--- src/hdl/kwb_pkg.sv ---
// kwb_pkg: shared types, constants and codes for the k-weighting biquad cascade
// used by kwb_coef, kwb_ctrl, kwb_dp and k_weighting_biquad_cascade; no dependencies
package kwb_pkg;

  localparam int unsigned SAMPLE_BITS    = 24;
  localparam int unsigned INNER_BITS     = SAMPLE_BITS + 4;
  localparam int unsigned COEF_BITS      = 32;
  localparam int unsigned COEF_FRAC_BITS = 28;
  localparam int unsigned PROD_BITS      = INNER_BITS + COEF_BITS;
  localparam int unsigned ACC_BITS       = 64;
  localparam int unsigned CFG_IDX_BITS   = 3;
  localparam int unsigned NUM_TAPS       = 5;
  localparam int unsigned TAP_BITS       = 3;

  localparam logic [TAP_BITS-1:0] LAST_TAP = TAP_BITS'(NUM_TAPS - 1);

  // round half up before the arithmetic shift
  localparam logic signed [ACC_BITS-1:0] ACC_ROUND = 64'sd1 <<< (COEF_FRAC_BITS - 1);
  localparam logic signed [ACC_BITS-1:0] INNER_MAX = (64'sd1 <<< (INNER_BITS - 1)) - 64'sd1;
  localparam logic signed [ACC_BITS-1:0] INNER_MIN = -(64'sd1 <<< (INNER_BITS - 1));

  localparam logic signed [SAMPLE_BITS-1:0] SAMPLE_MAX = {1'b0, {(SAMPLE_BITS-1){1'b1}}};
  localparam logic signed [SAMPLE_BITS-1:0] SAMPLE_MIN = {1'b1, {(SAMPLE_BITS-1){1'b0}}};

  // coefficient defaults for 48 kHz
  localparam logic signed [COEF_BITS-1:0] RST_SHELF_B0 = 32'sd412081942;
  localparam logic signed [COEF_BITS-1:0] RST_SHELF_B1 = -32'sd722546694;
  localparam logic signed [COEF_BITS-1:0] RST_SHELF_B2 = 32'sd321691120;
  localparam logic signed [COEF_BITS-1:0] RST_SHELF_A1 = -32'sd453832899;
  localparam logic signed [COEF_BITS-1:0] RST_SHELF_A2 = 32'sd196623811;
  localparam logic signed [COEF_BITS-1:0] RST_HP_GAIN  = 32'sd267101332;
  localparam logic signed [COEF_BITS-1:0] RST_HP_A1    = -32'sd534199296;
  localparam logic signed [COEF_BITS-1:0] RST_HP_A2    = 32'sd265770496;

  typedef enum logic [CFG_IDX_BITS-1:0] {
    REG_SHELF_B0 = 3'd0,
    REG_SHELF_B1 = 3'd1,
    REG_SHELF_B2 = 3'd2,
    REG_SHELF_A1 = 3'd3,
    REG_SHELF_A2 = 3'd4,
    REG_HP_GAIN  = 3'd5,
    REG_HP_A1    = 3'd6,
    REG_HP_A2    = 3'd7
  } reg_e;

  typedef enum logic [1:0] {
    ST_IDLE,
    ST_MAC,
    ST_DRAIN,
    ST_FIN
  } state_e;

  typedef enum logic {
    STG_SHELF,
    STG_HP
  } stage_e;

  typedef enum logic [1:0] {
    OP_ADD,
    OP_SUB,
    OP_SUB2
  } op_e;

  typedef struct packed {
    logic signed [SAMPLE_BITS-1:0] sample_in;
    logic                          block_end;
  } in_t;

  typedef struct packed {
    logic signed [SAMPLE_BITS-1:0] sample_out;
    logic                          block_end_out;
  } out_t;

  typedef struct packed {
    logic signed [COEF_BITS-1:0] shelf_b0;
    logic signed [COEF_BITS-1:0] shelf_b1;
    logic signed [COEF_BITS-1:0] shelf_b2;
    logic signed [COEF_BITS-1:0] shelf_a1;
    logic signed [COEF_BITS-1:0] shelf_a2;
    logic signed [COEF_BITS-1:0] hp_gain;
    logic signed [COEF_BITS-1:0] hp_a1;
    logic signed [COEF_BITS-1:0] hp_a2;
  } coef_t;

  typedef struct packed {
    logic                load_in;
    logic                mul_en;
    stage_e              stage;
    logic [TAP_BITS-1:0] tap;
    logic                acc_init;
    logic                acc_en;
    logic                load_y;
    logic                commit;
  } cmd_t;

  typedef struct packed {
    logic out_free;
  } sts_t;

endpackage

--- src/hdl/kwb_coef.sv ---
// kwb_coef: coefficient register file written through the plain config port
// depends on kwb_pkg
module kwb_coef (
  input  logic                              clk_i,
  input  logic                              rst_ni,
  input  logic                              cfg_we_i,
  input  logic [kwb_pkg::CFG_IDX_BITS-1:0]  cfg_idx_i,
  input  logic [kwb_pkg::COEF_BITS-1:0]     cfg_data_i,
  output kwb_pkg::coef_t                    coef_o
);

  kwb_pkg::coef_t coef_q;

  always_ff @(posedge clk_i or negedge rst_ni) begin
    if (!rst_ni) begin
      coef_q.shelf_b0 <= kwb_pkg::RST_SHELF_B0;
      coef_q.shelf_b1 <= kwb_pkg::RST_SHELF_B1;
      coef_q.shelf_b2 <= kwb_pkg::RST_SHELF_B2;
      coef_q.shelf_a1 <= kwb_pkg::RST_SHELF_A1;
      coef_q.shelf_a2 <= kwb_pkg::RST_SHELF_A2;
      coef_q.hp_gain  <= kwb_pkg::RST_HP_GAIN;
      coef_q.hp_a1    <= kwb_pkg::RST_HP_A1;
      coef_q.hp_a2    <= kwb_pkg::RST_HP_A2;
    end else if (cfg_we_i) begin
      case (kwb_pkg::reg_e'(cfg_idx_i))
        kwb_pkg::REG_SHELF_B0: coef_q.shelf_b0 <= cfg_data_i;
        kwb_pkg::REG_SHELF_B1: coef_q.shelf_b1 <= cfg_data_i;
        kwb_pkg::REG_SHELF_B2: coef_q.shelf_b2 <= cfg_data_i;
        kwb_pkg::REG_SHELF_A1: coef_q.shelf_a1 <= cfg_data_i;
        kwb_pkg::REG_SHELF_A2: coef_q.shelf_a2 <= cfg_data_i;
        kwb_pkg::REG_HP_GAIN:  coef_q.hp_gain  <= cfg_data_i;
        kwb_pkg::REG_HP_A1:    coef_q.hp_a1    <= cfg_data_i;
        kwb_pkg::REG_HP_A2:    coef_q.hp_a2    <= cfg_data_i;
        default: ;
      endcase
    end
  end

  assign coef_o = coef_q;

endmodule

--- src/hdl/kwb_ctrl.sv ---
// kwb_ctrl: sequencer that steps the shared multiply-accumulate through both biquads
// depends on kwb_pkg
module kwb_ctrl (
  input  logic           clk_i,
  input  logic           rst_ni,
  input  logic           in_valid_i,
  output logic           in_stall_o,
  input  kwb_pkg::sts_t  sts_i,
  output kwb_pkg::cmd_t  cmd_o
);

  kwb_pkg::state_e              state_q, state_d;
  kwb_pkg::stage_e              stage_q, stage_d;
  logic [kwb_pkg::TAP_BITS-1:0] tap_q, tap_d;

  always_ff @(posedge clk_i or negedge rst_ni) begin
    if (!rst_ni) begin
      state_q <= kwb_pkg::ST_IDLE;
      stage_q <= kwb_pkg::STG_SHELF;
      tap_q   <= '0;
    end else begin
      state_q <= state_d;
      stage_q <= stage_d;
      tap_q   <= tap_d;
    end
  end

  always_comb begin
    state_d      = state_q;
    stage_d      = stage_q;
    tap_d        = tap_q;
    in_stall_o   = 1'b1;
    cmd_o        = '0;
    cmd_o.stage  = stage_q;
    cmd_o.tap    = tap_q;
    case (state_q)
      kwb_pkg::ST_IDLE: begin
        in_stall_o = 1'b0;
        if (in_valid_i) begin
          cmd_o.load_in = 1'b1;
          stage_d       = kwb_pkg::STG_SHELF;
          tap_d         = '0;
          state_d       = kwb_pkg::ST_MAC;
        end
      end
      kwb_pkg::ST_MAC: begin
        // multiply this tap, accumulate the previous product
        cmd_o.mul_en   = 1'b1;
        cmd_o.acc_init = (tap_q == '0);
        cmd_o.acc_en   = (tap_q != '0);
        tap_d          = tap_q + 1'b1;
        if (tap_q == kwb_pkg::LAST_TAP) begin
          state_d = kwb_pkg::ST_DRAIN;
        end
      end
      kwb_pkg::ST_DRAIN: begin
        cmd_o.acc_en = 1'b1;
        state_d      = kwb_pkg::ST_FIN;
      end
      kwb_pkg::ST_FIN: begin
        if (stage_q == kwb_pkg::STG_SHELF) begin
          cmd_o.load_y = 1'b1;
          stage_d      = kwb_pkg::STG_HP;
          tap_d        = '0;
          state_d      = kwb_pkg::ST_MAC;
        end else if (sts_i.out_free) begin
          cmd_o.commit = 1'b1;
          state_d      = kwb_pkg::ST_IDLE;
        end
      end
      default: begin
        state_d = kwb_pkg::ST_IDLE;
      end
    endcase
  end

endmodule

--- src/hdl/kwb_dp.sv ---
// kwb_dp: shared multiplier, accumulator, round/saturate, filter history and output register
// depends on kwb_pkg
module kwb_dp (
  input  logic            clk_i,
  input  logic            rst_ni,
  input  kwb_pkg::cmd_t   cmd_i,
  output kwb_pkg::sts_t   sts_o,
  input  kwb_pkg::coef_t  coef_i,
  input  kwb_pkg::in_t    in_data_i,
  output logic            out_valid_o,
  input  logic            out_stall_i,
  output kwb_pkg::out_t   out_data_o
);

  localparam int unsigned HEAD = kwb_pkg::INNER_BITS - kwb_pkg::SAMPLE_BITS;
  localparam int unsigned PEXT = kwb_pkg::ACC_BITS - kwb_pkg::PROD_BITS;

  logic signed [kwb_pkg::SAMPLE_BITS-1:0] x_q;
  logic                                   be_q;
  logic signed [kwb_pkg::SAMPLE_BITS-1:0] sih0_q, sih1_q;
  logic signed [kwb_pkg::INNER_BITS-1:0]  soh0_q, soh1_q;
  logic signed [kwb_pkg::INNER_BITS-1:0]  hoh0_q, hoh1_q;
  logic signed [kwb_pkg::INNER_BITS-1:0]  y_q;

  logic signed [kwb_pkg::INNER_BITS-1:0]  mul_a;
  logic signed [kwb_pkg::COEF_BITS-1:0]   mul_b;
  kwb_pkg::op_e                           mul_op;
  logic signed [kwb_pkg::PROD_BITS-1:0]   prod_d, prod_q;
  kwb_pkg::op_e                           prod_op_q;
  logic signed [kwb_pkg::ACC_BITS-1:0]    prod_ext, acc_d, acc_q, acc_sh;
  logic signed [kwb_pkg::INNER_BITS-1:0]  fin_val;
  logic signed [kwb_pkg::SAMPLE_BITS-1:0] out_sample;

  logic          out_valid_q;
  kwb_pkg::out_t out_data_q;

  // operand and sign selection per stage and tap
  always_comb begin
    mul_a  = '0;
    mul_b  = '0;
    mul_op = kwb_pkg::OP_ADD;
    if (cmd_i.stage == kwb_pkg::STG_SHELF) begin
      case (cmd_i.tap)
        3'd0: begin
          mul_a = {{HEAD{x_q[kwb_pkg::SAMPLE_BITS-1]}}, x_q};
          mul_b = coef_i.shelf_b0;
        end
        3'd1: begin
          mul_a = {{HEAD{sih0_q[kwb_pkg::SAMPLE_BITS-1]}}, sih0_q};
          mul_b = coef_i.shelf_b1;
        end
        3'd2: begin
          mul_a = {{HEAD{sih1_q[kwb_pkg::SAMPLE_BITS-1]}}, sih1_q};
          mul_b = coef_i.shelf_b2;
        end
        3'd3: begin
          mul_a  = soh0_q;
          mul_b  = coef_i.shelf_a1;
          mul_op = kwb_pkg::OP_SUB;
        end
        3'd4: begin
          mul_a  = soh1_q;
          mul_b  = coef_i.shelf_a2;
          mul_op = kwb_pkg::OP_SUB;
        end
        default: ;
      endcase
    end else begin
      case (cmd_i.tap)
        3'd0: begin
          mul_a = y_q;
          mul_b = coef_i.hp_gain;
        end
        3'd1: begin
          // middle highpass tap is -2 * gain
          mul_a  = soh0_q;
          mul_b  = coef_i.hp_gain;
          mul_op = kwb_pkg::OP_SUB2;
        end
        3'd2: begin
          mul_a = soh1_q;
          mul_b = coef_i.hp_gain;
        end
        3'd3: begin
          mul_a  = hoh0_q;
          mul_b  = coef_i.hp_a1;
          mul_op = kwb_pkg::OP_SUB;
        end
        3'd4: begin
          mul_a  = hoh1_q;
          mul_b  = coef_i.hp_a2;
          mul_op = kwb_pkg::OP_SUB;
        end
        default: ;
      endcase
    end
  end

  assign prod_d   = mul_a * mul_b;
  assign prod_ext = {{PEXT{prod_q[kwb_pkg::PROD_BITS-1]}}, prod_q};

  always_comb begin
    case (prod_op_q)
      kwb_pkg::OP_ADD:  acc_d = acc_q + prod_ext;
      kwb_pkg::OP_SUB:  acc_d = acc_q - prod_ext;
      kwb_pkg::OP_SUB2: acc_d = acc_q - (prod_ext <<< 1);
      default:          acc_d = acc_q;
    endcase
  end

  // accumulator starts at the rounding offset, so finishing is shift and clamp
  assign acc_sh = acc_q >>> kwb_pkg::COEF_FRAC_BITS;

  always_comb begin
    if (acc_sh > kwb_pkg::INNER_MAX) begin
      fin_val = kwb_pkg::INNER_BITS'(kwb_pkg::INNER_MAX);
    end else if (acc_sh < kwb_pkg::INNER_MIN) begin
      fin_val = kwb_pkg::INNER_BITS'(kwb_pkg::INNER_MIN);
    end else begin
      fin_val = acc_sh[kwb_pkg::INNER_BITS-1:0];
    end
  end

  always_comb begin
    if (fin_val[kwb_pkg::INNER_BITS-1:kwb_pkg::SAMPLE_BITS-1] == '0 ||
        fin_val[kwb_pkg::INNER_BITS-1:kwb_pkg::SAMPLE_BITS-1] == '1) begin
      out_sample = fin_val[kwb_pkg::SAMPLE_BITS-1:0];
    end else if (fin_val[kwb_pkg::INNER_BITS-1]) begin
      out_sample = kwb_pkg::SAMPLE_MIN;
    end else begin
      out_sample = kwb_pkg::SAMPLE_MAX;
    end
  end

  always_ff @(posedge clk_i) begin
    if (cmd_i.load_in) begin
      x_q  <= in_data_i.sample_in;
      be_q <= in_data_i.block_end;
    end
    if (cmd_i.mul_en) begin
      prod_q    <= prod_d;
      prod_op_q <= mul_op;
    end
    if (cmd_i.acc_init) begin
      acc_q <= kwb_pkg::ACC_ROUND;
    end else if (cmd_i.acc_en) begin
      acc_q <= acc_d;
    end
    if (cmd_i.load_y) begin
      y_q <= fin_val;
    end
    if (cmd_i.commit) begin
      out_data_q.sample_out    <= out_sample;
      out_data_q.block_end_out <= be_q;
    end
  end

  // filter history and output valid
  always_ff @(posedge clk_i or negedge rst_ni) begin
    if (!rst_ni) begin
      sih0_q      <= '0;
      sih1_q      <= '0;
      soh0_q      <= '0;
      soh1_q      <= '0;
      hoh0_q      <= '0;
      hoh1_q      <= '0;
      out_valid_q <= 1'b0;
    end else begin
      if (cmd_i.commit) begin
        sih1_q <= sih0_q;
        sih0_q <= x_q;
        soh1_q <= soh0_q;
        soh0_q <= y_q;
        hoh1_q <= hoh0_q;
        hoh0_q <= fin_val;
      end
      if (cmd_i.commit) begin
        out_valid_q <= 1'b1;
      end else if (!out_stall_i) begin
        out_valid_q <= 1'b0;
      end
    end
  end

  assign sts_o.out_free = !out_valid_q || !out_stall_i;
  assign out_valid_o    = out_valid_q;
  assign out_data_o     = out_data_q;

endmodule

--- src/hdl/k_weighting_biquad_cascade.sv ---
// Loudness (K) weighting filter: a high-shelf biquad followed by a second-order
// highpass, both direct form I with signed Q3.28 coefficients and 28-bit output
// history. One sample goes in, one weighted 24-bit saturated sample comes out,
// with the block-end flag copied along. A single 28x32 multiplier does all ten
// products in turn: after the accept step, each biquad takes five multiplies, one
// accumulate and one round/saturate, and the last round/saturate step loads the
// result into the output register. A new sample is taken only while the
// sequencer is idle; a finished result may wait in the output register while the
// next sample is taken, and a stalled output holds the sequencer in its last
// round/saturate step. The user must write coefficients through the config port
// only while no sample is in flight; the block itself does not enforce it.
// depends on kwb_pkg, kwb_coef, kwb_ctrl, kwb_dp
module k_weighting_biquad_cascade (
  input  logic                              clk_i,
  input  logic                              rst_ni,
  input  logic                              in_valid_i,
  output logic                              in_stall_o,
  input  kwb_pkg::in_t                      in_data_i,
  output logic                              out_valid_o,
  input  logic                              out_stall_i,
  output kwb_pkg::out_t                     out_data_o,
  input  logic                              cfg_we_i,
  input  logic [kwb_pkg::CFG_IDX_BITS-1:0]  cfg_idx_i,
  input  logic [kwb_pkg::COEF_BITS-1:0]     cfg_data_i
);

  kwb_pkg::coef_t coef;
  kwb_pkg::cmd_t  cmd;
  kwb_pkg::sts_t  sts;

  kwb_coef u_coef (
    .clk_i      (clk_i),
    .rst_ni     (rst_ni),
    .cfg_we_i   (cfg_we_i),
    .cfg_idx_i  (cfg_idx_i),
    .cfg_data_i (cfg_data_i),
    .coef_o     (coef)
  );

  kwb_ctrl u_ctrl (
    .clk_i      (clk_i),
    .rst_ni     (rst_ni),
    .in_valid_i (in_valid_i),
    .in_stall_o (in_stall_o),
    .sts_i      (sts),
    .cmd_o      (cmd)
  );

  kwb_dp u_dp (
    .clk_i       (clk_i),
    .rst_ni      (rst_ni),
    .cmd_i       (cmd),
    .sts_o       (sts),
    .coef_i      (coef),
    .in_data_i   (in_data_i),
    .out_valid_o (out_valid_o),
    .out_stall_i (out_stall_i),
    .out_data_o  (out_data_o)
  );

endmodule
--- config.mk ---
export PLATFORM = sky130hd
export DESIGN_NAME = k_weighting_biquad_cascade
export DESIGN_NICKNAME = d
export VERILOG_FILES = /design/src/hdl/kwb_pkg.sv /design/src/hdl/kwb_coef.sv /design/src/hdl/kwb_ctrl.sv /design/src/hdl/kwb_dp.sv /design/src/hdl/k_weighting_biquad_cascade.sv
export SDC_FILE = /design/constraint.sdc
export NUM_CORES = 2
export LEC_CHECK = 0
export BUFFER_PORTS_ARGS = -buffer_cell sky130_fd_sc_hd__buf_2
export CORE_MARGIN = 3
export CORE_UTILIZATION = 35
export DETAILED_ROUTE_END_ITERATION = 6
export HOLD_SLACK_MARGIN = 0.15
export PLACE_DENSITY = 0.53
export SYNTH_ARGS = -nofsm -noshare
export SYNTH_HDL_FRONTEND = slang
export SYNTH_SLANG_ARGS = --single-unit
--- constraint.sdc ---
create_clock -name clk_i -period 13.2 [get_ports clk_i]
set_clock_uncertainty 0.15 [all_clocks]
set_input_delay 0 -clock clk_i [delete_from_list [all_inputs] [get_ports clk_i]]
set_output_delay 0 -clock clk_i [all_outputs]
set_load 0.01 [all_outputs]
==> results.cfg <==
[route]
vias = 53400
ant_nets = 0
drc = 0
drtIter0Drc = 4843
routed_wl_um = 234000
wire_per_inst_um = 23.7
first_pass_iters = 6
drt-vias-per-instance = 5.41

[global_route]
overflow = 0
grt_pass1_wl_um = 353000
antenna_found_initial = 12
gr-usage-all-layers_pct = 23.7
grt_max_degree = 84
grt_pass1_vias = 54700

[cells_and_area]
fill_cells = 18700
area_growth_pct = 11.3
drive_gt1_share_pct = 11.1
final_cells = 9857
nets = 8619

[timing]
setup_violations = 0
hold_viol = 0
min_period_ps = 11370
slew_headroom_pct = 14.8
grt_setup_unrepaired = no
fmax_mhz = 87.9
slew_viol_final = 0
period_share_pct = 86.2
tightest_slew_ps = 1260
fin_setup_tns_ps = 0

[run_status]
status = complete, no violations

[logic_synthesis]
yosys.area_share.simple_pct = 13.3
yosys.area_share.adder_pct = 34.1
postSynthAreaPerCell_um2 = 9.20
syn_inst = 7234
yosysUniqueCellTypes = 88
seq_area_frac_synth_pct = 24.4
syn_area_um2 = 66500
synth-compound-area-share_pct = 12.3
synth_warnings = 0
synth-xor-area-share_pct = 3.03
synth_top_family_by_area = adder cells
synth_async_sr_flop_share_pct = 67.5
synth_mux_area_share_pct = 4.52
synth-edff-count = 140
synthFlopType = dfrtp_1
syn-num-nets = 8557
ys_ff_latch = 627

[floorplan]
rows = 159
dieArea_um2 = 195000
dieWidth_um = 442
start_util_pct = 35.3
die_h_um = 442
ioPinCount = 92
core-area_um2 = 188000

[clock_network]
path_clk_slew_ps = 60
htree_levels = 3
cts_buffers = 76
clock_latency_ps = 700
clock_path_buffers = 3
numClockSinks = 627
root_buffer = clkbuf_16
cts_tree = built

[critical_path]
max_stage_delay_ps = 810
start_kind = flip-flop
worstPathBufferInverterCount = 8
cp.arrival_ps = 11620
crit_path_max_fanout = 76
end_kind = flip-flop
crit_slowest_cell = fa_1
crit_top_cell = fa_1
worst_path_dominant_cell_family = adder cells
cp.required_ps = 13450
worstSetupPathType = reg2reg

[placed_design]
place_hpwl_um = 176000
dp_cells = 9583
gp_congestion = 0.927
portBuffers = 91

[job]
cap_violations = 0

[min_path]
hp-class = reg2reg
## per-stage QoR
step / cell area, µm² / utilization (%) / hold WS (ps) / setup WS (ps)
global route: 74100 / 39.3 / 292 / 1230
CTS: 74100 / 39.3 / 268 / 1940
floorplan: 66500 / - / -446 / 3340
finish: 74100 / 39.3 / 267 / 1830
detailed placement: 70200 / 37.3 / 28.8 / 1960
global placement: 70200 / 37.3 / 27.2 / 2050
## cells in the final DEF, fill, tap and decap left out, types with 33 or more instances in the layout
cell type / synthesis / routed
a211oi_1: 41 / 41
a21o_1: 108 / 108
a21oi_1: 310 / 306
a221o_1: 49 / 49
a222oi_1: 33 / 33
a22oi_1: 62 / 62
and2_1: 41 / 38
and3_1: 45 / 45
buf_2: 2 / 90
buf_4: 0 / 147
clkbuf_16: 0 / 76
dfrtp_1: 296 / 294
dfstp_2: 127 / 127
dfxtp_1: 64 / 64
dlygate4sd3_1: 0 / 129
edfxtp_1: 140 / 140
fa_1: 929 / 929
ha_1: 329 / 324
inv_1: 1078 / 1078
mux2_2: 258 / 258
nand2_1: 1140 / 1139
nand2b_1: 44 / 43
nand3_1: 73 / 72
nand4_1: 63 / 63
nor2_1: 618 / 612
nor3_1: 42 / 40
o21a_1: 43 / 43
o21ai_0: 306 / 286
o21ai_1: 23 / 38
o21bai_1: 35 / 35
xnor2_1: 174 / 174
xor2_1: 56 / 56
## cells by family (layout without fill, tap and decap cells)
| logic type | Yosys count | count (layout) |
|---|---|---|
| muxes | 268 | 268 |
| DFF | 627 | 627 |
| buffers and inverters | 1467 | 1592 |
| xor gates and xnor gates | 230 | 230 |
| AOI/OAI and AO/OA | 1246 | 1246 |
| and+or+nand+nor | 2138 | 2138 |
| other | 0 | 3 |
| adders and majority gates | 1258 | 1258 |
## registers in the layout, summed over array words and instances (netlist names)
| register | cells |
|---|---|
| u_dp.y_q | 28 |
| u_dp.soh0_q | 28 |
| u_dp.hoh1_q | 28 |
| u_ctrl.state_q | 2 |
| u_dp.soh1_q | 28 |
| u_dp.be_q | 1 |
| u_dp.x_q | 24 |
| u_ctrl.stage_q | 1 |
| u_dp.sih0_q | 24 |
| u_ctrl.tap_q | 3 |
| u_dp.out_data_o | 25 |
| u_coef.coef_o | 256 |
| u_dp.prod_op_q | 2 |
| u_dp.out_valid_o | 1 |
| u_dp.sih1_q | 24 |
| u_dp.hoh0_q | 28 |
| u_dp.prod_q | 60 |
| u_dp.acc_q | 64 |
## what timing repair did
action	in CTS	in global routing
buffers inserted	0	0
gates resized for setup	0	0
hold buffers	130	0
setup endpoints to repair	0	0
endpoints found under the hold margin	466	0
## Yosys cell counts, types with 21 or more instances
cell type	count	area share (%)
nand2_1	1140	6.4
inv_1	1078	6.1
fa_1	929	28
nor2_1	618	3.5
clkbuf_1	360	2.0
ha_1	329	6.2
a21oi_1	310	2.3
o21ai_0	306	2.3
dfrtp_1	296	11
mux2_2	258	4.4
xnor2_1	174	2.3
edfxtp_1	140	6.3
dfstp_2	127	5.0
a21o_1	108	1.2
nand3_1	73	0.55
dfxtp_1	64	1.9
nand4_1	63	0.59
a22oi_1	62	0.70
xor2_1	56	0.74
a221o_1	49	0.74
and3_1	45	0.42
nand2b_1	44	0.41
o21a_1	43	0.49
nor3_1	42	0.32
a211oi_1	41	0.46
and2_1	41	0.39
o21bai_1	35	0.39
a222oi_1	33	0.50
a221oi_1	32	0.42
a31oi_1	29	0.27
buf_1	25	0.14
o21ai_1	23	0.17
nor2b_1	22	0.21
o211ai_1	22	0.25
o31ai_1	21	0.24
## area by class of cell
type	count	area [µm²]	area share (%)
Antenna cell	3	7.51	0.0101
Clock buffer	111	2130	2.88
Clock inverter	30	399	0.539
Inverter	1080	4060	5.48
Multi-Input combinational cell	5140	45200	61.0
Sequential cell	627	16200	21.9
Tap cell	2495	3120	4.21
Timing Repair Buffer	371	2950	3.98
## per-layer routing
layer | vias up | track usage, % | wire [µm]
met1 | 27300 | 32.4 | 101000
met4 | 4 | 9.66 | 10800
met2 | 2052 | 37.2 | 104000
met3 | 444 | 4.38 | 17400
li1 | 23600 | - | -
met5 | - | 0 | 30
## path summary, 6_finish.rpt
check | slack (ps) | from | depth (start not counted) | to
setup / recovery | 1830 | u_ctrl.tap_q[2] | 32 | u_dp.prod_q[58]
hold / removal | 270 | u_dp.be_q | 0 | u_dp.out_data_o[0]
setup reg to reg | 1830 | u_ctrl.tap_q[2] | 32 | u_dp.prod_q[58]
hold reg to reg | 270 | u_dp.be_q | 0 | u_dp.out_data_o[0]
max in group asynchronous | 9710 | rst_ni | 6 | u_ctrl.tap_q[2]
min in group asynchronous | 620 | rst_ni | 3 | u_coef.coef_o[238]
Power is not shown: default switching activity piles up to over one toggle a cycle in this logic, so the estimate is an artifact.
